### config.mk
export PLATFORM = sky130hd
export DESIGN_NAME = gate_array_memory_mapper_unit
export DESIGN_NICKNAME = d
export VERILOG_FILES = /design/src/rtl/gamm_pkg.sv /design/src/rtl/gate_array_memory_mapper_unit.sv
export SDC_FILE = /design/constraint.sdc
export NUM_CORES = 1
export LEC_CHECK = 0
export BUFFER_PORTS_ARGS = -buffer_cell sky130_fd_sc_hd__buf_2
export CAP_MARGIN = 20
export CORE_ASPECT_RATIO = 1.25
export CORE_MARGIN = 2
export CORE_UTILIZATION = 30
export CTS_BUF_LIST = sky130_fd_sc_hd__clkbuf_16
export CTS_CLUSTER_DIAMETER = 200
export CTS_CLUSTER_SIZE = 20
export DETAILED_ROUTE_END_ITERATION = 12
export HOLD_SLACK_MARGIN = 0.06
export PLACE_DENSITY = 0.49
export SLEW_MARGIN = 20
export SYNTH_ARGS = -nofsm -noshare
export SYNTH_HDL_FRONTEND = slang
export SYNTH_SLANG_ARGS = --single-unit
### constraint.sdc
create_clock -name i_clk -period 3.3 [get_ports i_clk]
set_clock_uncertainty 0.1 [all_clocks]
set_input_delay 0.165 -clock i_clk [delete_from_list [all_inputs] [get_ports i_clk]]
set_output_delay 0.165 -clock i_clk [all_outputs]
set_load 0.02 [all_outputs]
### src/rtl/gamm_pkg.sv
`timescale 1ns / 1ps

package gamm_pkg;

    // upper rom slots fitted
    localparam int ROM_SLOTS_DEFAULT = 16;

    localparam int PAGE_BITS   = 14;
    localparam int OFFSET_BITS = 20;

    // pen 16 is the border
    localparam logic [4:0] BORDER_PEN = 5'd16;

    // reset value of rom/mode bits 3..0: mode 1, upper rom disabled
    localparam logic [3:0] ROM_MODE_RESET = 4'h9;

    typedef enum logic [1:0] {
        FUNC_GA_WRITE = 2'd0,
        FUNC_ROM_SEL  = 2'd1,
        FUNC_MEM      = 2'd2,
        FUNC_TICK     = 2'd3
    } t_func;

    // gate array command, data bits 7..6
    typedef enum logic [1:0] {
        GA_PEN    = 2'd0,
        GA_COLOUR = 2'd1,
        GA_MODE   = 2'd2,
        GA_RAM    = 2'd3
    } t_ga_cmd;

    typedef enum logic [2:0] {
        SRC_RAM       = 3'd0,
        SRC_LOWER_ROM = 3'd1,
        SRC_UPPER_ROM = 3'd2,
        SRC_EXTRA_ROM = 3'd3,
        SRC_ASIC_PAGE = 3'd4
    } t_source;

    typedef enum logic [1:0] {
        REG_RAM_EXPANSION = 2'd0,
        REG_PLUS_MODEL    = 2'd1,
        REG_ASIC_UNLOCKED = 2'd2,
        REG_EXTRA_ROM     = 2'd3
    } t_cfg_index;

    typedef struct packed {
        t_func       func;
        logic [7:0]  data;
        logic [15:0] cpu_addr;
        logic        is_write;
    } t_in_item;

    typedef struct packed {
        t_source                  source;
        logic [OFFSET_BITS-1:0]   phys_offset;
        logic [3:0]               rom_slot;
        logic [1:0]               screen_mode;
        logic                     irq_clear;
        logic                     ink_write;
        logic [4:0]               ink_pen;
        logic [4:0]               ink_colour;
    } t_result;

    // bank used by each page (row) for each ram configuration (column)
    localparam logic [2:0] BANK_MAP [4][8] = '{
        '{3'd0, 3'd0, 3'd4, 3'd0, 3'd0, 3'd0, 3'd0, 3'd0},
        '{3'd1, 3'd1, 3'd5, 3'd3, 3'd4, 3'd5, 3'd6, 3'd7},
        '{3'd2, 3'd2, 3'd6, 3'd2, 3'd2, 3'd2, 3'd2, 3'd2},
        '{3'd3, 3'd7, 3'd7, 3'd7, 3'd3, 3'd3, 3'd3, 3'd3}
    };

endpackage

### src/rtl/gate_array_memory_mapper_unit.sv
`timescale 1ns / 1ps

// Gate array register decode and memory banking. Each input transaction is a
// gate array write, an upper rom select, a memory access or a colour tick, and
// gives exactly one result transaction: the source and offset of the access,
// the current upper rom slot and screen mode, an interrupt-clear pulse on mode
// writes, and the pen/colour committed on a tick. A transaction is captured in
// an input register and decoded from there into the result register; one
// transaction is taken every cycle, and the block only stalls when the result
// register is full and not being taken. Banking and rom enables apply to the
// very next transaction; the slot and screen mode of a result already show
// its own write. The configuration port is always ready; it must be written
// only while the block is idle, which the block itself does not enforce.
module gate_array_memory_mapper_unit #(
    parameter int ROM_SLOTS = gamm_pkg::ROM_SLOTS_DEFAULT
) (
    input  logic                  i_clk,
    input  logic                  i_rst_n,
    // input transactions
    input  logic                  i_in_valid,
    output logic                  o_in_ready,
    input  gamm_pkg::t_in_item    i_in_item,
    // result transactions
    output logic                  o_out_valid,
    input  logic                  i_out_ready,
    output gamm_pkg::t_result     o_out_result,
    // configuration writes
    input  logic                  i_cfg_valid,
    output logic                  o_cfg_ready,
    input  logic [1:0]            i_cfg_index,
    input  logic [1:0]            i_cfg_data
);
    import gamm_pkg::*;

    // slot numbers at or above this read as slot 0
    localparam logic [8:0] SLOT_LIMIT = 9'(ROM_SLOTS);

    // configuration
    logic [1:0] r_ram_expansion;
    logic       r_plus_model;
    logic       r_asic_unlocked;
    logic       r_extra_rom;

    // gate array state
    logic [4:0] r_pen_select,   n_pen_select;
    logic       r_pending_valid, n_pending_valid;
    logic [4:0] r_pending_colour, n_pending_colour;
    logic [3:0] r_rom_mode,     n_rom_mode;
    logic [2:0] r_ram_config,   n_ram_config;
    logic [2:0] r_ram_block,    n_ram_block;
    logic       r_asic_page_on, n_asic_page_on;
    logic [7:0] r_upper_rom_sel, n_upper_rom_sel;

    // pipeline
    logic       r_in_valid;
    t_in_item   r_in;
    logic       r_out_valid;
    t_result    r_out,          n_out;
    logic       advance;

    // decode helpers
    t_ga_cmd     ga_cmd;
    logic [1:0]  page;
    logic [PAGE_BITS-1:0] page_addr;
    logic [2:0]  bank;
    logic [OFFSET_BITS-1:0] ram_offset;
    logic [OFFSET_BITS-1:0] rom_offset;
    logic [3:0]  block_plus_one;
    logic        lo_off;
    logic        hi_off;

    // stage 2 moves when the result register is free or being emptied
    assign advance     = r_in_valid && (!r_out_valid || i_out_ready);
    assign o_in_ready  = !r_in_valid || advance;
    assign o_out_valid = r_out_valid;
    assign o_out_result = r_out;
    assign o_cfg_ready = 1'b1;

    // configuration registers
    always_ff @(posedge i_clk) begin
        if (!i_rst_n) begin
            r_ram_expansion <= 2'd0;
            r_plus_model    <= 1'b0;
            r_asic_unlocked <= 1'b0;
            r_extra_rom     <= 1'b0;
        end else if (i_cfg_valid) begin
            case (t_cfg_index'(i_cfg_index))
                REG_RAM_EXPANSION: r_ram_expansion <= i_cfg_data;
                REG_PLUS_MODEL:    r_plus_model    <= i_cfg_data[0];
                REG_ASIC_UNLOCKED: r_asic_unlocked <= i_cfg_data[0];
                REG_EXTRA_ROM:     r_extra_rom     <= i_cfg_data[0];
                default:           r_extra_rom     <= r_extra_rom;
            endcase
        end
    end

    // input register
    always_ff @(posedge i_clk) begin
        if (!i_rst_n) begin
            r_in_valid <= 1'b0;
        end else if (o_in_ready) begin
            r_in_valid <= i_in_valid;
        end
    end

    always_ff @(posedge i_clk) begin
        if (i_in_valid && o_in_ready) begin
            r_in <= i_in_item;
        end
    end

    // address mapping, driven from state as it stands before this transaction
    always_comb begin
        page           = r_in.cpu_addr[15:14];
        page_addr      = r_in.cpu_addr[PAGE_BITS-1:0];
        bank           = BANK_MAP[page][r_ram_config];
        block_plus_one = {1'b0, r_ram_block} + 4'd1;
        lo_off         = r_rom_mode[2];
        hi_off         = r_rom_mode[3];
        rom_offset     = {{(OFFSET_BITS-PAGE_BITS){1'b0}}, page_addr};
        if (bank[2]) begin
            // extended ram: 64K block above the base, then 16K bank
            ram_offset = {block_plus_one, bank[1:0], page_addr};
        end else begin
            ram_offset = {4'd0, bank[1:0], page_addr};
        end
    end

    // state update and result
    always_comb begin
        ga_cmd           = t_ga_cmd'(r_in.data[7:6]);
        n_pen_select     = r_pen_select;
        n_pending_valid  = r_pending_valid;
        n_pending_colour = r_pending_colour;
        n_rom_mode       = r_rom_mode;
        n_ram_config     = r_ram_config;
        n_ram_block      = r_ram_block;
        n_asic_page_on   = r_asic_page_on;
        n_upper_rom_sel  = r_upper_rom_sel;

        n_out             = '0;
        n_out.source      = SRC_RAM;

        case (r_in.func)
            FUNC_GA_WRITE: begin
                case (ga_cmd)
                    GA_PEN: begin
                        // values above the border clamp to the border
                        if (r_in.data[4:0] > BORDER_PEN) begin
                            n_pen_select = BORDER_PEN;
                        end else begin
                            n_pen_select = r_in.data[4:0];
                        end
                    end
                    GA_COLOUR: begin
                        n_pending_valid  = 1'b1;
                        n_pending_colour = r_in.data[4:0];
                    end
                    GA_MODE: begin
                        if (r_in.data[5] && r_asic_unlocked) begin
                            // unlocked asic: page toggle instead of mode write
                            n_asic_page_on = (r_in.data[4:3] == 2'b11);
                        end else begin
                            n_rom_mode      = r_in.data[3:0];
                            n_out.irq_clear = r_in.data[4];
                        end
                    end
                    GA_RAM: begin
                        // base machine ignores banking; 128K has no block select
                        n_ram_config = (r_ram_expansion != 2'd0) ? r_in.data[2:0] : 3'd0;
                        n_ram_block  = r_ram_expansion[1] ? r_in.data[5:3] : 3'd0;
                    end
                    default: begin
                        n_ram_block = r_ram_block;
                    end
                endcase
            end
            FUNC_ROM_SEL: begin
                n_upper_rom_sel = r_in.data;
            end
            FUNC_MEM: begin
                n_out.source      = SRC_RAM;
                n_out.phys_offset = ram_offset;
                case (page)
                    2'd0: begin
                        if (r_in.is_write) begin
                            if (r_extra_rom && !lo_off) begin
                                n_out.source      = SRC_EXTRA_ROM;
                                n_out.phys_offset = rom_offset;
                            end
                        end else if (!lo_off) begin
                            n_out.source      = r_extra_rom ? SRC_EXTRA_ROM : SRC_LOWER_ROM;
                            n_out.phys_offset = rom_offset;
                        end
                    end
                    2'd1: begin
                        if (r_plus_model && r_asic_page_on) begin
                            n_out.source      = SRC_ASIC_PAGE;
                            n_out.phys_offset = rom_offset;
                        end
                    end
                    2'd3: begin
                        if (!r_in.is_write && !hi_off) begin
                            n_out.source      = SRC_UPPER_ROM;
                            n_out.phys_offset = rom_offset;
                        end
                    end
                    default: begin
                        n_out.source = SRC_RAM;
                    end
                endcase
            end
            FUNC_TICK: begin
                // commit pending colour to the selected pen
                if (r_pending_valid) begin
                    n_out.ink_write   = 1'b1;
                    n_out.ink_pen     = r_pen_select;
                    n_out.ink_colour  = r_pending_colour;
                    n_pending_valid   = 1'b0;
                end
            end
            default: begin
                n_out.source = SRC_RAM;
            end
        endcase

        // status reflects state after this transaction
        if ({1'b0, n_upper_rom_sel} >= SLOT_LIMIT) begin
            n_out.rom_slot = 4'd0;
        end else begin
            n_out.rom_slot = n_upper_rom_sel[3:0];
        end
        n_out.screen_mode = n_rom_mode[1:0];
    end

    // gate array state
    always_ff @(posedge i_clk) begin
        if (!i_rst_n) begin
            r_pen_select     <= 5'd0;
            r_pending_valid  <= 1'b0;
            r_pending_colour <= 5'd0;
            r_rom_mode       <= ROM_MODE_RESET;
            r_ram_config     <= 3'd0;
            r_ram_block      <= 3'd0;
            r_asic_page_on   <= 1'b0;
            r_upper_rom_sel  <= 8'd0;
        end else if (advance) begin
            r_pen_select     <= n_pen_select;
            r_pending_valid  <= n_pending_valid;
            r_pending_colour <= n_pending_colour;
            r_rom_mode       <= n_rom_mode;
            r_ram_config     <= n_ram_config;
            r_ram_block      <= n_ram_block;
            r_asic_page_on   <= n_asic_page_on;
            r_upper_rom_sel  <= n_upper_rom_sel;
        end
    end

    // result register
    always_ff @(posedge i_clk) begin
        if (!i_rst_n) begin
            r_out_valid <= 1'b0;
        end else if (advance) begin
            r_out_valid <= 1'b1;
        end else if (i_out_ready) begin
            r_out_valid <= 1'b0;
        end
    end

    always_ff @(posedge i_clk) begin
        if (advance) begin
            r_out <= n_out;
        end
    end

`ifndef SYNTHESIS
    // nothing in flight right after reset
    assert property (@(posedge i_clk) !i_rst_n |=> !r_in_valid && !r_out_valid)
        else $error("pipeline not empty after reset");

    // rom and asic offsets stay within one 16K page
    assert property (@(posedge i_clk) disable iff (!i_rst_n)
        o_out_valid && o_out_result.source != SRC_RAM |-> o_out_result.phys_offset[19:14] == 6'd0)
        else $error("non-ram offset beyond 16K");

    // selected pen never goes past the border
    assert property (@(posedge i_clk) disable iff (!i_rst_n) r_pen_select <= BORDER_PEN)
        else $error("pen select out of range");

    // a committing tick consumes the pending colour
    assert property (@(posedge i_clk) disable iff (!i_rst_n)
        advance && r_in.func == FUNC_TICK |=> !r_pending_valid && o_out_valid)
        else $error("pending colour survived a tick");
`endif

endmodule
Word-level counts from Yosys, hierarchy flattened
Cells that the tools add are included.
- memory bits (read-only): 0
- memory bits (writable): 0
- flip-flop bits (word level): 105
- memories kept: 0
- word-level logic and storage cells: 109
- bits in latches: 0
- add/sub/neg operators: 1
- divide/modulo/power cells: 0
- shifts and indexed selects: 0
- equal/unequal tests: 13
- reduce and logical (&&, ||, !) cells: 32
- order comparisons: 4
- multiplexer cells: 27
- multiply operators: 0
- bitwise gates (word level): 5
- operators by type and width (cell ; count):
    two-way mux 22 bit ; 3
    case mux 20 bit (3 select lines) ; 1
    binary-select mux 24 bit (select 2 bit) ; 1
    two-way mux 24 bit ; 2
    two-way mux 23 bit ; 2
    two-way mux 20 bit ; 1
    equality test 2 bit, second input constant ; 8
    two-way mux 3 bit ; 4
    AND reduction 3 bit ; 4
    two-way mux 11 bit ; 1
    AND reduction 2 bit ; 5
    binary-select mux 3 bit (select 3 bit) ; 1
    case mux 3 bit (3 select lines) ; 1
    equality test 2 x 1 -> 1 bit, second input constant ; 4
    >= comparator 8 x 5 -> 1 bit, second input constant ; 1
    zero test 2 bit ; 4
    two-way mux 2 bit ; 4
    two-way mux 8 bit ; 1
    AND reduction 4 bit ; 2
    logical AND 1 bit ; 6
    nonzero test 2 bit ; 3
    greater-than comparator 5 bit, second input constant ; 1
    zero test 1 bit ; 5
    two-way mux 5 bit ; 1
    11 further kinds ; 16

Depth between registers and ports, before layout
- depth in word-level cells: 11
- depth in mapped cells: 6

Least setup slack after synthesis
Ideal clock, no wire load.
- path type: flip-flop to flip-flop
- from: register r_out_valid (netlist: o_out_valid)
- to: register r_out, in the netlist o_out_result[0], enable pin
- required time: 2798 ps
- cell stages (with the launch flop): 4
- path slack: 1165 ps
- library setup time: 402 ps
- path buffers: 1
- data arrival time: 1632 ps
- path through: dfxtp_1 > nand2b_1 > buf_2 > and2_1
- cells in the longest elaborated chain, start to end: 3
- RTL lines (what ; RTL line ; source):
    start: declaration ; gate_array_memory_mapper_unit.sv:57 ; logic r_out_valid;
    start signal: assignment ; gate_array_memory_mapper_unit.sv:262 ; r_out_valid <= 1'b0;
    start signal: assignment ; gate_array_memory_mapper_unit.sv:264 ; r_out_valid <= 1'b1;
    start signal: assignment ; gate_array_memory_mapper_unit.sv:266 ; r_out_valid <= 1'b0;
    zero test 1 bit ; gate_array_memory_mapper_unit.sv:73 ; assign advance = r_in_valid && (!r_out_valid || i_out_ready);
    logical OR 1 bit ; gate_array_memory_mapper_unit.sv:73 ;
    logical AND 1 bit ; gate_array_memory_mapper_unit.sv:73 ;
    net advance ; gate_array_memory_mapper_unit.sv:59 ; logic advance;
    end signal: assignment ; gate_array_memory_mapper_unit.sv:272 ; r_out <= n_out;
    end: declaration ; gate_array_memory_mapper_unit.sv:58 ; t_result r_out, n_out;
The timed path passes the listed nets, and every way through them passes these cells.
A chain may end at the register's enable or synchronous reset.

Final worst setup path
- from: register r_out_valid (netlist: o_out_valid)
- to: register r_out, in the netlist o_out_result[8], enable pin
The elaborated chain is that of the path after synthesis.

==> impl_metrics.tcl <==
set metrics [dict create \
    status "complete, no violations" \
    core_um2 13060 \
    drc 0 \
    grt_pass1_wl_um 12410 \
    utilization_pct 39.14 \
    holdPathStages 3 \
    fmax_mhz 520.8 \
    final_cells 584 \
    yosysUniqueCellTypes 42 \
    drt_iter0_drc 173 \
    synthCells 300 \
    path_depth 2 \
    ir_worst_vdd_mv 0.2531 \
    cts_setup_buffers 0 \
    grt_util_all_layers_pct 11.52 \
    place.gp.congestion 0.7063 \
    placed_cells 538 \
    tightest_slew_ns 1.011 \
    io_pins 80 \
    vias 2608 \
    synth_async_sr_flop_share_pct 0 \
    syn_area_um2 3968 \
    drive_gt1_share_pct 23.73 \
    crit_fanout 41 \
    required_ns 3.16 \
    cts_resized 0 \
    synth_seq_area_share_pct 70.14 \
    clock_path_buffers 2 \
    start_util_pct 30.39 \
    dp_hpwl_um 5279 \
    ys_ff_latch 105 \
    max_slew_margin_pct 32.60 \
    drt-vias-per-instance 4.466 \
    synth_nets 337 \
    cts_buffers 9 \
    htree_levels 3 \
    final_net_count 445 \
    die_area_um2 14170 \
    clk_pin_slew_worst_paths_ns 0.07 \
    synth_edf_count 68 \
    drv_slew 0 \
    rsz0062_at_grt "false" \
    p_leak_uw 0.001995 \
    start_kind "flip-flop" \
    path_cells "nand2b_1, and2_2" \
    area_growth_pct 28.79 \
    grt_pass1_vias 2431 \
    wl_per_cell_um 13.43 \
    cp_slowest_cell "and2_2" \
    criticalPathCategory "flip-flop to flip-flop" \
    critPathBufInv 0 \
    die_x_um 106.9 \
    path_delay_family "simple AND/OR/NAND/NOR gates" \
    layout_min_cycle_time_ns 1.920 \
    cts_tree "done" \
    crit_arrival_ns 1.78 \
    critPathCaptureType "flip-flop" \
    ff2ff_setup_slack_ns 1.38 \
    firstDrtPassIters 4 \
    grt_remaining_overflow 0 \
    fin_tns_setup_ns 0 \
    syn_area_per_cell_um2 13.23 \
    final_cell_mix "78 x buf_2, 68 x edfxtp_1, 37 x dfxtp_1" \
    layout_commonest_cell "buf_2" \
    place.port_buffers 78 \
    die-height_um 132.6 \
    power_density_nw_per_um2 521.3 \
    critPathMaxStageDelay_ns 0.87 \
    route.antenna.remaining_nets 0 \
    synth-main-ff-cell "edfxtp_1" \
    clk_latency_ns 0.34 \
    grt_max_degree 51 \
    diodes 0 \
    rows 47 \
    rr_worst_depth 2 \
    cap_violations 0 \
    numClockSinks 105 \
    root_buffer "clkbuf_16" \
    min_path_type "primary input to flip-flop" \
    antenna_found_initial 0 \
    finalCritPeriodShare_pct 58.19 \
    report.final.setup_viol 0 \
    wirelength_um 7842 \
    hold_viol 0 \
    ys_warn_count 0 \
]
[Yosys cell counts, types with 5 or more instances]
cell type / n / area, um2
a21oi_1: 5 / 25.02
and2_1: 27 / 168.9
clkbuf_1: 8 / 30.03
dfxtp_1: 37 / 740.7
edfxtp_1: 68 / 2042
mux2i_1: 15 / 150.1
nand2_1: 15 / 56.30
nand3_1: 29 / 145.1
nor2_1: 13 / 48.80
nor2b_1: 16 / 100.1
o21ai_0: 16 / 80.08
[final cells by class]
cell class                      instances  area [um2]
Fill cell                            1317        7945
Inverter                                3       11.26
Timing Repair Buffer                  109       698.2
Sequential cell                       105        2783
Tap cell                              171       214.0
Clock inverter                          7       56.30
Clock buffer                            9       225.2
Multi-Input combinational cell        180        1122
[worst paths after layout]
kind | endpoint | startpoint
setup / recovery | o_out_result[8] | o_out_valid
hold / removal | o_out_valid | i_out_ready
setup reg to reg | o_out_result[8] | o_out_valid
hold reg to reg | r_pending_colour[4] | r_pending_colour[4]
[where the power goes]
group	leakage (uW)	internal, uW	total [uW]	switching [uW]
Clock	0.000144	575	1010	435
Sequential	0.000955	1450	1480	27.2
Combinational	0.000896	77.4	178	101
Total	0.00199	2100	2660	563
[cells by family after synthesis]
group	count (synthesis)	synth area share, %
and+or+nand+nor	123	17.09
adders and majority gates	1	0.3153
xor gates and xnor gates	1	0.2208
DFF	105	70.14
AOI/OAI and AO/OA	37	6.181
other	1	0.09452
muxes	17	4.352
buffers and inverters	15	1.608
[registers in the layout (all words and copies together) (netlist names)]
name / cells
r_pending_colour: 5
r_in_valid: 1
page_addr: 14
r_rom_mode: 4
r_pending_valid: 1
r_plus_model: 1
r_in: 9
r_pen_select: 5
r_extra_rom: 1
o_out_result: 41
r_ram_block: 3
ga_cmd: 2
r_asic_unlocked: 1
r_asic_page_on: 1
o_out_valid: 1
r_upper_rom_sel: 8
page: 2
r_ram_config: 3
r_ram_expansion: 2
[stage by stage]
step | hold WS, ns | total power, uW | worst slack [ns] | instance area (um2)
finish | 0.08817 | 2664 | 1.380 | 5110
CTS | 0.07507 | 2706 | 1.334 | 5110
global placement | 0.2424 | 1656 | 1.416 | 4528
global route | 0.1132 | 2775 | 1.222 | 5110
detailed placement | 0.2431 | 1660 | 1.349 | 4528
floorplan | 0.1639 | 1592 | 1.165 | 3968
[repair_timing]
action | CTS | global route
endpoints found under the setup margin | 0 | 0
hold buffers | 30 | 0
endpoints found under the hold margin | 33 | 0
[metal layers]
layer	share of wire [%]	global-route usage, %	vias up
met2	51	18.90	64
met3	5.1	2.759	12
met4	2.1	5.628	0
li1	-	-	1307
met1	42	14.17	1225
met5	0	0	-
[worst register-to-register path, cell delays in order, from the launching register on]
cell and delay (ns):
dfxtp_1 0.32, nand2b_1 0.23, and2_2 0.87
No activity file was read; power rests on OpenSTA's default activity.
